==> src/bral_pkg.sv <==
// shared constants, types and codes of the boot region table allocator
`default_nettype none
package bral_pkg;

   localparam int ADDR_BITS     = 48;
   localparam int PAGE_BYTES    = 4096;
   localparam int PAGE_BITS     = $clog2(PAGE_BYTES);
   localparam int REGION_SLOTS  = 64;
   localparam int SLOT_IDX_BITS = $clog2(REGION_SLOTS);
   localparam int SLOT_CNT_BITS = SLOT_IDX_BITS + 1;
   localparam int ALIGN_BITS    = 6;
   localparam int DEPTH_BITS    = 2;
   localparam int SPLIT_LIMIT   = 2;
   localparam int STACK_DEPTH   = 2;
   localparam int STACK_IDX_BITS = 1;
   localparam int STACK_CNT_BITS = 2;
   localparam int CSR_INDEX_BITS = 2;

   typedef logic [ADDR_BITS-1:0] addr_type;

   localparam addr_type ADDR_MASK        = {ADDR_BITS{1'b1}};
   localparam addr_type PAGE_ADDR        = addr_type'(PAGE_BYTES);
   localparam addr_type KERNEL_START_RST = addr_type'(48'h10_0000);
   localparam addr_type KERNEL_END_RST   = addr_type'(48'h20_0000);
   localparam addr_type VGA_BASE_RST     = addr_type'(48'h0B_8000);

   typedef enum logic [1:0] {
      STATUS_OK   = 2'd0,
      STATUS_FULL = 2'd1,
      STATUS_OOM  = 2'd2
   } status_type;

   typedef enum logic [CSR_INDEX_BITS-1:0] {
      CSR_KERNEL_START = 2'd0,
      CSR_KERNEL_END   = 2'd1,
      CSR_VGA_BASE     = 2'd2
   } csr_idx_type;

   typedef enum logic {
      MODE_ADD   = 1'b0,
      MODE_ALLOC = 1'b1
   } mode_type;

   typedef struct packed {
      logic load;
      logic norm;
      logic classify;
      logic scan;
      logic resp_load;
   } bral_cmd_type;

   typedef struct packed {
      logic add_done;
      logic scan_done;
   } bral_stat_type;

endpackage
`default_nettype wire

==> src/bral_ctrl.sv <==
// controller state machine sequencing add and alloc requests
`default_nettype none
module bral_ctrl (
   input  wire logic                    clock,
   input  wire logic                    reset,
   input  wire logic                    req_valid,
   input  wire logic                    req_mode,
   output logic                         req_ready,
   output logic                         rsp_valid,
   input  wire logic                    rsp_ready,
   input  wire bral_pkg::bral_stat_type stat,
   output bral_pkg::bral_cmd_type       cmd
);
   import bral_pkg::*;

   typedef enum logic [4:0] {
      ST_IDLE  = 5'b00001,
      ST_NORM  = 5'b00010,
      ST_CLASS = 5'b00100,
      ST_SCAN  = 5'b01000,
      ST_RESP  = 5'b10000
   } state_type;

   state_type state_ff, state_in;
   logic rsp_valid_ff, rsp_valid_in;

   always_comb begin
      state_in  = state_ff;
      cmd       = '0;
      req_ready = 1'b0;
      unique case (state_ff)
         ST_IDLE: begin
            req_ready = 1'b1;
            if (req_valid) begin
               cmd.load = 1'b1;
               state_in = (mode_type'(req_mode) == MODE_ALLOC) ? ST_SCAN : ST_NORM;
            end
         end
         ST_NORM: begin
            cmd.norm = 1'b1;
            state_in = ST_CLASS;
         end
         ST_CLASS: begin
            cmd.classify = 1'b1;
            state_in     = stat.add_done ? ST_RESP : ST_NORM;
         end
         ST_SCAN: begin
            cmd.scan = 1'b1;
            if (stat.scan_done) begin
               state_in = ST_RESP;
            end
         end
         ST_RESP: begin
            // output register must be free before the result moves in
            if (!rsp_valid_ff || rsp_ready) begin
               cmd.resp_load = 1'b1;
               state_in      = ST_IDLE;
            end
         end
         default: state_in = ST_IDLE;
      endcase
   end

   assign rsp_valid_in = cmd.resp_load ? 1'b1 : (rsp_ready ? 1'b0 : rsp_valid_ff);
   assign rsp_valid    = rsp_valid_ff;

   always_ff @(posedge clock) begin
      if (reset) begin
         state_ff     <= ST_IDLE;
         rsp_valid_ff <= 1'b0;
      end else begin
         state_ff     <= state_in;
         rsp_valid_ff <= rsp_valid_in;
      end
   end

endmodule
`default_nettype wire
==> config.mk <==
export PLATFORM = sky130hd
export DESIGN_NAME = bral_ctrl
export DESIGN_NICKNAME = d
export VERILOG_FILES = /design/src/bral_pkg.sv /design/src/bral_ctrl.sv
export SDC_FILE = /design/constraint.sdc
export NUM_CORES = 1
export LEC_CHECK = 0
export BUFFER_PORTS_ARGS = -buffer_cell sky130_fd_sc_hd__buf_2
export CAP_MARGIN = 20
export CORE_AREA = 2 2 39 41
export CTS_CLUSTER_SIZE = 14
export DETAILED_ROUTE_END_ITERATION = 12
export DIE_AREA = 0 0 41 43
export PLACE_DENSITY_LB_ADDON = 0.15
export SLEW_MARGIN = 0
export SYNTH_ARGS = -nofsm -noshare
export SYNTH_HDL_FRONTEND = slang
export SYNTH_SLANG_ARGS = --single-unit
==> constraint.sdc <==
create_clock -name clock -period 1.9 [get_ports clock]
set_input_delay 0.475 -clock clock [delete_from_list [all_inputs] [get_ports clock]]
set_output_delay 0.475 -clock clock [all_outputs]
set_load 0.01 [all_outputs]
==> run metrics, run 1 <==
vias 415; Internal 254 uW; initial antenna violation count 0; deepest level of the CTS H-tree 1; maximum clock insertion buffer count 2; Mapped Cells 46; Avg Inst Size Synth 8.65 sq um; Clock Latency Late Sink 250 ps; synth unique cells 28; power per cell area 704 nW/um^2; power share of the sequential group 41.1%; RSZ-0062 raised after global routing no; Congestion Overflow GR 0; die area 1760 sq um; # setup viols final 0; DP HPWL 742 um; Rows 14; Crit Path Category reg2out; first-pass GRT wire length 1570 um; CP Max Fanout 8; Die Wd 41 um; min cycle time layout 1810 ps; Vias/cell 5.39; post-synthesis sequential area ratio 30.2%; Layout Area Growth over Synthesis 30.2%; critical path arrival 1340 ps; post-synth top area cell dfxtp_1; Critical Path Source Type flop; I/O pin cnt 14; 1st-iter DRT viols 5; Final Cycle Share 95.3%; switching share of power 30.3%; antenna-violating nets left 0; share of cells above drive strength 1 42.6%; top cell type's share of synthesized area 30.2%; core box area 1380 sq um; Worst slew margin 76.7%; pin count of the biggest net entering global routing 10; leak pwr 0.000224 uW; CTS clk-pin slew, worst paths 50 ps; Residual DRC 0; setup TNS 0 ps; ant diodes 0; First-pass DRT Iterations 4; Worst Reg-to-Reg Cells 3; fin nets 70; WHS Path Cells 2; post-synthesis instance area 398 sq um; clock skew 6.71 ps; Hold Crit Class in2reg; fmax 0.552 GHz; WL/cell 12.5 um; routed wire length 965 um; port bufs 13; P_sw 110 uW; Core Util, Final 37.4%; Fillers 153; worst-margin pin slew 344 ps; CTS tree done; die extent in y 43 um; cts bufs inserted 3; Final GP Congestion 0.797; vias in the first global route 356; ranking of synthesized cells by area dfxtp_1 30%, nor2b_1 6.3%, nand3b_1 3.8%, nor2_1 3.8%, a31oi_1 3.1%; syn nets 53; MaxCap Viol Count 0; setup bufs post-CTS 0; Seq cells post-synth 6; Setup crit end kind output pin; Max Transition Viols Final 0; outcome finished clean; clock power share 32.2%; root buffer cell clkbuf_4; Initial Util 28.8%; Clock Sink Count 6; Hold Vio Cnt, Final 0; peak supply drop 0.000461 V; GRT Overall Usage 13.5%; Logic pwr share 26.7%; Yosys warning count 0; WP data required 1420 ps
==> worst paths after layout <==
kind               startpoint           to  slack (ps)
hold / removal          reset  state_ff[3]         430
hold reg to reg   state_ff[4]    rsp_valid         600
setup reg to reg  state_ff[1]  state_ff[4]         400
setup / recovery  state_ff[1]       cmd[1]          90
==> metal layers <==
| layer | share of wire (%) | GRT usage (%) | vias to the layer above |
|---|---|---|---|
| met5 | 0 | 0 | - |
| met1 | 47 | 18.1 | 192 |
| met2 | 44 | 16.9 | 12 |
| met3 | 9.1 | 9.42 | 0 |
| met4 | 0 | 4.00 | 0 |
| li1 | - | - | 211 |
==> power by group through the flow <==
stage               Sequential (uW)  Combinational (uW)  Clock [uW]
floorplan                       146                64.7           0
global placement                150                93.0           0
detailed placement              149                92.1           0
CTS                             147                92.5         123
global route                    151                 109         137
finish                          150                97.3         117
==> synthesized netlist by cell type (all sizes together) <==
library cell  instances
or4                   1
buf                   1
nor2                  4
and2                  2
nor4b                 1
and3b                 1
inv                   2
or3                   1
nor3                  3
nand4                 1
o311a                 1
o311ai                1
and4                  1
a21boi                1
nand3                 1
and3                  2
a21oi                 1
a31o                  1
nand3b                2
nor4                  1
o21ai                 2
nor2b                 4
nor4bb                1
a2111oi               1
dfxtp                 6
a211o                 1
a31oi                 2
==> per-stage QoR <==
step / hold WS, ps / cell area, sq um / setup WS, ps / total power (uW) / instances
5_1_grt: 422 / 518 / 9.21 / 397 / 77
6_report: 430 / 518 / 89.5 / 365 / 77
2_1_floorplan: 537 / 398 / 390 / 210 / 46
4_1_cts: 428 / 498 / 45.3 / 363 / 77
3_3_place_gp: 630 / 475 / 292 / 243 / 74
3_5_place_dp: 630 / 475 / 318 / 241 / 74
==> registers in the layout (all words and copies together), names as in the netlist <==
register / flops
rsp_valid: 1
state_ff: 5
==> layout make-up <==
class	count	area (sq um)	area share, %
inverters	2	7.51	1.45
multi-input cells	37	282	54.3
repair buffers	13	65.1	12.6
clock buffers	3	22.5	4.35
well taps	16	20.0	3.86
flip-flops and latches	6	121	23.4
==> critical path, stage by stage, from the launching register on <==
cell	delay, ps
dfxtp_1	380
or3_4	410
nor3_2	140
buf_2	160
==> repair_timing <==
| item | in CTS | in global routing |
|---|---|---|
| endpoints found under the setup margin | 0 | 5 |
| gates resized for setup | 0 | 5 |
| hold buffers | 0 | 0 |
| hold endpoints to repair | 0 | 0 |
==> logic make-up after synthesis <==
| group | share of synthesized area [%] |
|---|---|
| simple gates | 44.7 |
| compound gates | 21.4 |
| buf+inv | 3.77 |
| flops | 30.2 |
==> placed cells by master, fill, tap and decap left out, drive strengths merged, types with 2 or more instances in the layout <==
| cell type | synthesis | layout |
|---|---|---|
| buf | 1 | 13 |
| dfxtp | 6 | 6 |
| nor2 | 4 | 4 |
| nor2b | 4 | 4 |
| clkbuf | 0 | 3 |
| nor3 | 3 | 3 |
| and2 | 2 | 2 |
| inv | 2 | 2 |
| and3 | 2 | 2 |
| a31oi | 2 | 2 |
| nand3b | 2 | 2 |
| o21ai | 2 | 2 |
Note: power is estimated with default switching activity, not from simulation.
==> inputs of run 2 (changes only) <==
--- a/config.mk
+++ b/config.mk
@@ -11,6 +11,7 @@
 export CTS_CLUSTER_SIZE = 14
 export DETAILED_ROUTE_END_ITERATION = 12
 export DIE_AREA = 0 0 41 43
+export GPL_TIMING_DRIVEN = 0
 export PLACE_DENSITY_LB_ADDON = 0.15
 export SLEW_MARGIN = 0
 export SYNTH_ARGS = -nofsm -noshare
==> run 2 against run 1 <==
Against the previous run:
- global-route usage is 0.20 points higher
- power is 0.35% higher
- utilization is 0.090 points lower
- final cell count is 1.3% higher
- combinational power is 2.3% lower
- routed wire length is 4.0% higher
- critical path depth stayed put
- sequential power hardly changed
- sequential share of layout area is 0.19 points lower
- critical path type unchanged
- largest power group unchanged
==> run metrics, run 2 (synthesized netlist as in run 1, its figures left out) <==
RSZ-0062 raised after global routing yes; power per cell area 708 nW/um^2 (+0.59%); GRT Overall Usage 13.7% (+0.20 points); maximum clock insertion buffer count 2 (unchanged); hold_ws 429 ps (-1.07 ps); Residual DRC 0 (unchanged); deepest level of the CTS H-tree 1 (unchanged); fin nets 71 (+1.4%); Initial Util 28.8% (unchanged); # setup viols final 0 (unchanged); Rows 14 (unchanged); clock power share 33.3% (+1.1 points); initial antenna violation count 0 (unchanged); P_sw 114 uW (+3.4%); Worst slew margin 70.7% (-6.1 points); Hold Crit Class in2reg; Setup crit end kind output pin; outcome finished clean; critical path arrival 1340 ps (about the same); fin worst setup slack 83.5 ps (-6.02 ps); leak pwr 0.000226 uW (+1.2%); Clock Sink Count 6 (unchanged); CP cell instances nor3_1 > and2_1 > buf_2; CTS tree done; Crit Path Category reg2out; Crit-path slowest cell dfxtp_1; commonest cells after routing, fill and taps aside 13 x buf_2, 6 x dfxtp_1, 4 x nor2b_1, 4 x nor2_1, 3 x clkbuf_4; pin count of the biggest net entering global routing 10 (unchanged); routed wire length 1000 um (+4.0%); Die Wd 41 um (unchanged); WL/cell 12.9 um (+2.7%); post-CTS sizing 0 (unchanged); 1st-iter DRT viols 8 (+3); die extent in y 43 um (unchanged); Critical Path Source Type flop; Vias/cell 5.50 (+2.0%); Final GP Congestion 0.715 (-10%); setup bufs post-CTS 0 (unchanged); MaxCap Viol Count 0 (unchanged); First-pass DRT Iterations 4 (unchanged); first-pass GRT wire length 1580 um (+0.89%); Hold Vio Cnt, Final 0 (unchanged); CTS clk-pin slew, worst paths 50 ps (about the same); min cycle time layout 1820 ps (+6.02 ps); DP HPWL 733 um (-1.1%); WP depth 3 (unchanged); WP data required 1420 ps (about the same); power share of the sequential group 40.7% (-0.4 points); die area 1760 sq um (unchanged); pre-CTS setup slack 301 ps (-17.2 ps); most common cell after layout, fill and taps aside buf_2; Layout Area Growth over Synthesis 29.9%; antenna-violating nets left 0 (unchanged); Logic pwr share 26.0% (-0.7 points); Final Cycle Share 95.6% (+0.32 points); Largest register FFs 5 (unchanged); Critical path origin state_ff[4]; Internal 252 uW (-0.99%); CP Max Fanout 9 (+1); Biggest register state_ff; root buffer cell clkbuf_4; cts bufs inserted 3 (unchanged); worst-margin pin slew 436 ps (+91.8 ps); core box area 1380 sq um (unchanged); vias in the first global route 359 (+0.84%); Worst Reg-to-Reg Cells 3 (unchanged); share of cells above drive strength 1 38.7% (-3.9 points); reg2reg start state_ff[4]; Congestion Overflow GR 0 (unchanged); FF-to-FF setup slack 420 ps (+20 ps); port bufs 13 (unchanged); Hold Crit Start reset; fmax 0.550 GHz (-0.33%); CP endpoint cmd[2]; RR Endpoint state_ff[4]; ant diodes 0 (unchanged); crit-path max cell delay 400 ps (about the same); Clock Latency Late Sink 250 ps (about the same); vias 429 (+3.4%); CTS hold repair buffers 0 (unchanged); family with the most delay on the worst path simple AND/OR/NAND/NOR gates; worst path buffer plus inverter count 1 (unchanged); Max Transition Viols Final 0 (unchanged); clock skew 1.29 ps (-5.41 ps); Fillers 157 (+2.6%); switching share of power 31.2% (+0.93 points); peak supply drop 0.000321 V (-30%); I/O pin cnt 14 (unchanged)
## run 2: cell types whose count changed in the layout (fill, tap and decap cells not counted)
| cell | change |
|---|---|
| nor3_1 | +1 |
| nor2b_2 | -1 |
| dfxtp_1 | +1 |
| nor3_2 | -1 |
| nor2b_1 | +1 |
| buf_4 | +1 |
| dfxtp_2 | -1 |
## run 2: power groups by stage
| stage | Sequential [uW] | Combinational, uW | Clock [uW] |
|---|---|---|---|
| after floorplan | 146 | 64.7 | 0 |
| after global placement | 150 | 92.6 | 0 |
| after detailed placement | 150 | 92.3 | 0 |
| after CTS | 148 | 93.1 | 126 |
| after global routing | 151 | 105 | 132 |
| final | 149 | 95.1 | 122 |
## run 2: cell type report
cell class / count / area [sq um] / area share [%]
Timing Repair Buffer: 13 / 65.1 / 12.6
Buffer: 1 / 7.51 / 1.45
Multi-Input combinational cell: 37 / 274 / 53.0
Tap cell: 16 / 20.0 / 3.87
Inverter: 2 / 7.51 / 1.45
Clock buffer: 3 / 22.5 / 4.36
Sequential cell: 6 / 120 / 23.2
## run 2: how the worst min path moves through the flow
stage / end / cells after the start
2_1_floorplan: state_ff[3] / 1
3_3_place_gp: rsp_valid / 2
3_5_place_dp: rsp_valid / 2
4_1_cts: state_ff[3] / 2
5_1_grt: state_ff[3] / 2
6_report: state_ff[3] / 2
## run 2: metrics by stage
step	total power (uW)	util [%]	area, sq um	std cells	setup TNS [ps]
6_report	366	37.3	517	78	0
5_1_grt	388	37.3	517	78	-67.3
4_1_cts	367	36.5	505	78	0
3_5_place_dp	242	34.9	483	75	0
3_3_place_gp	243	34.9	483	75	0
2_1_floorplan	210	-	398	46	0
## run 2: layer usage
layer,GRT usage (%),wire length [um]
met3,4.71,82
met4,8.00,0
met1,19.7,468
met5,0,0
met2,16.9,453
## run 2: worst reg2reg max path, stage by stage, from the launching register on
cell and delay [ps]:
dfxtp_1 400, or3_4 390, or4_4 430, o311a_1 140
==> inputs of run 3 (changes only) <==
--- a/config.mk
+++ b/config.mk
@@ -7,10 +7,10 @@
 export LEC_CHECK = 0
 export BUFFER_PORTS_ARGS = -buffer_cell sky130_fd_sc_hd__buf_2
 export CAP_MARGIN = 20
-export CORE_AREA = 2 2 39 41
+export CORE_MARGIN = 2
+export CORE_UTILIZATION = 26
 export CTS_CLUSTER_SIZE = 14
 export DETAILED_ROUTE_END_ITERATION = 12
-export DIE_AREA = 0 0 41 43
 export GPL_TIMING_DRIVEN = 0
 export PLACE_DENSITY_LB_ADDON = 0.15
 export SLEW_MARGIN = 0
==> constraint.sdc (replaced) <==
create_clock -name clock -period 1.7 [get_ports clock]
set_input_delay 0.425 -clock clock [delete_from_list [all_inputs] [get_ports clock]]
set_output_delay 0.425 -clock clock [all_outputs]
set_load 0.01 [all_outputs]
==> run 3 against run 2 <==
Against the previous run:
- the flow now finishes with violations (negative setup slack)
- setup slack got worse by 98 ps
- worst hold slack got worse by 27 ps
- final cell count increased by 1.3%
- cell area increased by 6.8%
==> run metrics, run 3 (synthesized netlist as in run 1, its figures left out) <==
outcome finished with violations; failing checks negative setup slack; # setup viols final 1 (+1); Residual DRC 0 (unchanged); Hold Crit Start reset; fmax 0.583 GHz; fin worst setup slack -14.4 ps (-97.9 ps); placed instance count 75 (unchanged); cts bufs inserted 3 (unchanged); port bufs 13 (unchanged); antenna-violating nets left 0 (unchanged); share of cells above drive strength 1 49.2% (+10 points); reg2reg start state_ff[0]; Initial Util 27.0% (-1.7 points); ant diodes 0 (unchanged); hold_ws 402 ps (-27.5 ps); Clock Latency Late Sink 240 ps (about the same); Hold Vio Cnt, Final 0 (unchanged); First-pass DRT Iterations 4 (unchanged); clock skew 5.39 ps (+4.09 ps); pin count of the biggest net entering global routing 10 (unchanged); Crit Path Category reg2out; hold path endpoint state_ff[3]; GRT Overall Usage 13.4% (-0.24 points); setup TNS -14.4 ps (-14.4 ps); Clock Sink Count 6 (unchanged); Layout Area Growth over Synthesis 38.7%; I/O pin cnt 14 (unchanged); Worst Reg-to-Reg Cells 3 (unchanged); Final Non-Filler Cells 79 (+1.3%); DP HPWL 754 um (+2.8%); power per cell area 741 nW/um^2 (+4.6%); Critical path origin state_ff[0]; fin nets 72 (+1.4%); RR Endpoint state_ff[4]; routed wire length 997 um (-0.70%); critical path arrival 1290 ps (-50 ps); FF-to-FF setup slack 220 ps (-200 ps); min cycle time layout 1710 ps; Vias/cell 5.43 (-1.3%); Final Cycle Share 101%; WL/cell 12.6 um (-2.0%); Die Wd 43.1 um (+5.2%); worst-margin pin slew 383 ps (-52.8 ps); WP data required 1270 ps (-150 ps); WHS Path Cells 2 (unchanged); CP cell instances or3_4 > nor3_4 > buf_2; peak supply drop 0.000338 V (+5.2%); die area 1860 sq um (+5.5%); CTS tree done; vias 429 (unchanged); Tot Pwr 409 uW (+12%); deepest level of the CTS H-tree 1 (unchanged); Max Transition Viols Final 0 (unchanged); 1st-iter DRT viols 8 (unchanged); DRT met1 WL 424 um (-9.4%); Setup crit end kind output pin; Worst slew margin 74.2% (+3.5 points); vias in the first global route 423 (+18%); Rows 14 (unchanged); Crit-path slowest cell or3_4; first-pass GRT wire length 1830 um (+16%); highest routed metal layer met3; root buffer cell clkbuf_4; Critical Path Source Type flop; die extent in y 43.1 um (+0.28%); Biggest register state_ff; Hold Crit Class in2reg; Final GP Congestion 0.751 (+5.0%); Congestion Overflow GR 0 (unchanged); initial antenna violation count 0 (unchanged); leak pwr 0.000235 uW (+3.7%); RSZ-0062 raised after global routing yes; maximum clock insertion buffer count 2 (unchanged); most common cell after layout, fill and taps aside buf_2; CTS clk-pin slew, worst paths 40 ps (about the same); Core Util, Final 37.5% (+0.16 points); MaxCap Viol Count 0 (unchanged); core box area 1470 sq um (+6.3%); crit-path max cell delay 410 ps (about the same); commonest cells after routing, fill and taps aside 12 x buf_2, 4 x nor2_1, 3 x nor2b_1, 3 x clkbuf_4, 3 x dfxtp_2; CP Max Fanout 7 (-2); Largest register FFs 5 (unchanged); Met2 Wirelength 537 um (+19%); Met3 Routed Length 35 um (-57%)
## run 3: what timing repair did
action,4_1_cts,5_1_grt
pin swaps,1,2
endpoints found under the setup margin,5,4
hold buffers,0,0
endpoints found under the hold margin,0,0
resized for setup,8,3
buffers inserted,1,0
## run 3: metrics by stage
stage / area, sq um / worst slack [ps]
4_1_cts: 538 / -25.0
2_1_floorplan: 398 / 240
6_report: 552 / -14.4
3_5_place_dp: 483 / 136
5_1_grt: 552 / -74.2
3_3_place_gp: 483 / 108
## run 3: worst max-delay path: cells and delay by family, from the launching register on
family | cells | cell delay (ps)
simple gates | 2 | 550
flops | 1 | 340
buf+inv | 1 | 160
## run 3: final cells by class
class	count	area, sq um
clock buffer	3	22.5
timing repair buffer	14	78.8
sequential	6	128
buffer	1	7.51
tap	16	20.0
inverter	2	7.51
multi-input combinational	37	288
fill	164	920
## run 3: how the worst max path moves through the flow
stage | endpoint | slack, ps | cells after the start
after floorplan | cmd[1] | 240 | 2
after global routing | cmd[1] | -70 | 3
after global placement | cmd[1] | 110 | 3
after detailed placement | cmd[1] | 140 | 3
after CTS | cmd[1] | -30 | 3
final | cmd[1] | -10 | 3
## run 3: report_power, final
part           total, uW  switching, uW  internal (uW)
clock network        125           45.7           79.5
registers            168           17.2            151
logic                116           57.6           58.0
## run 3: per-layer routing
layer	up-vias	GRT usage, %
li1	215	-
met1	208	16.2
met2	6	20.3
met3	0	3.83
met4	0	9.09
met5	-	0
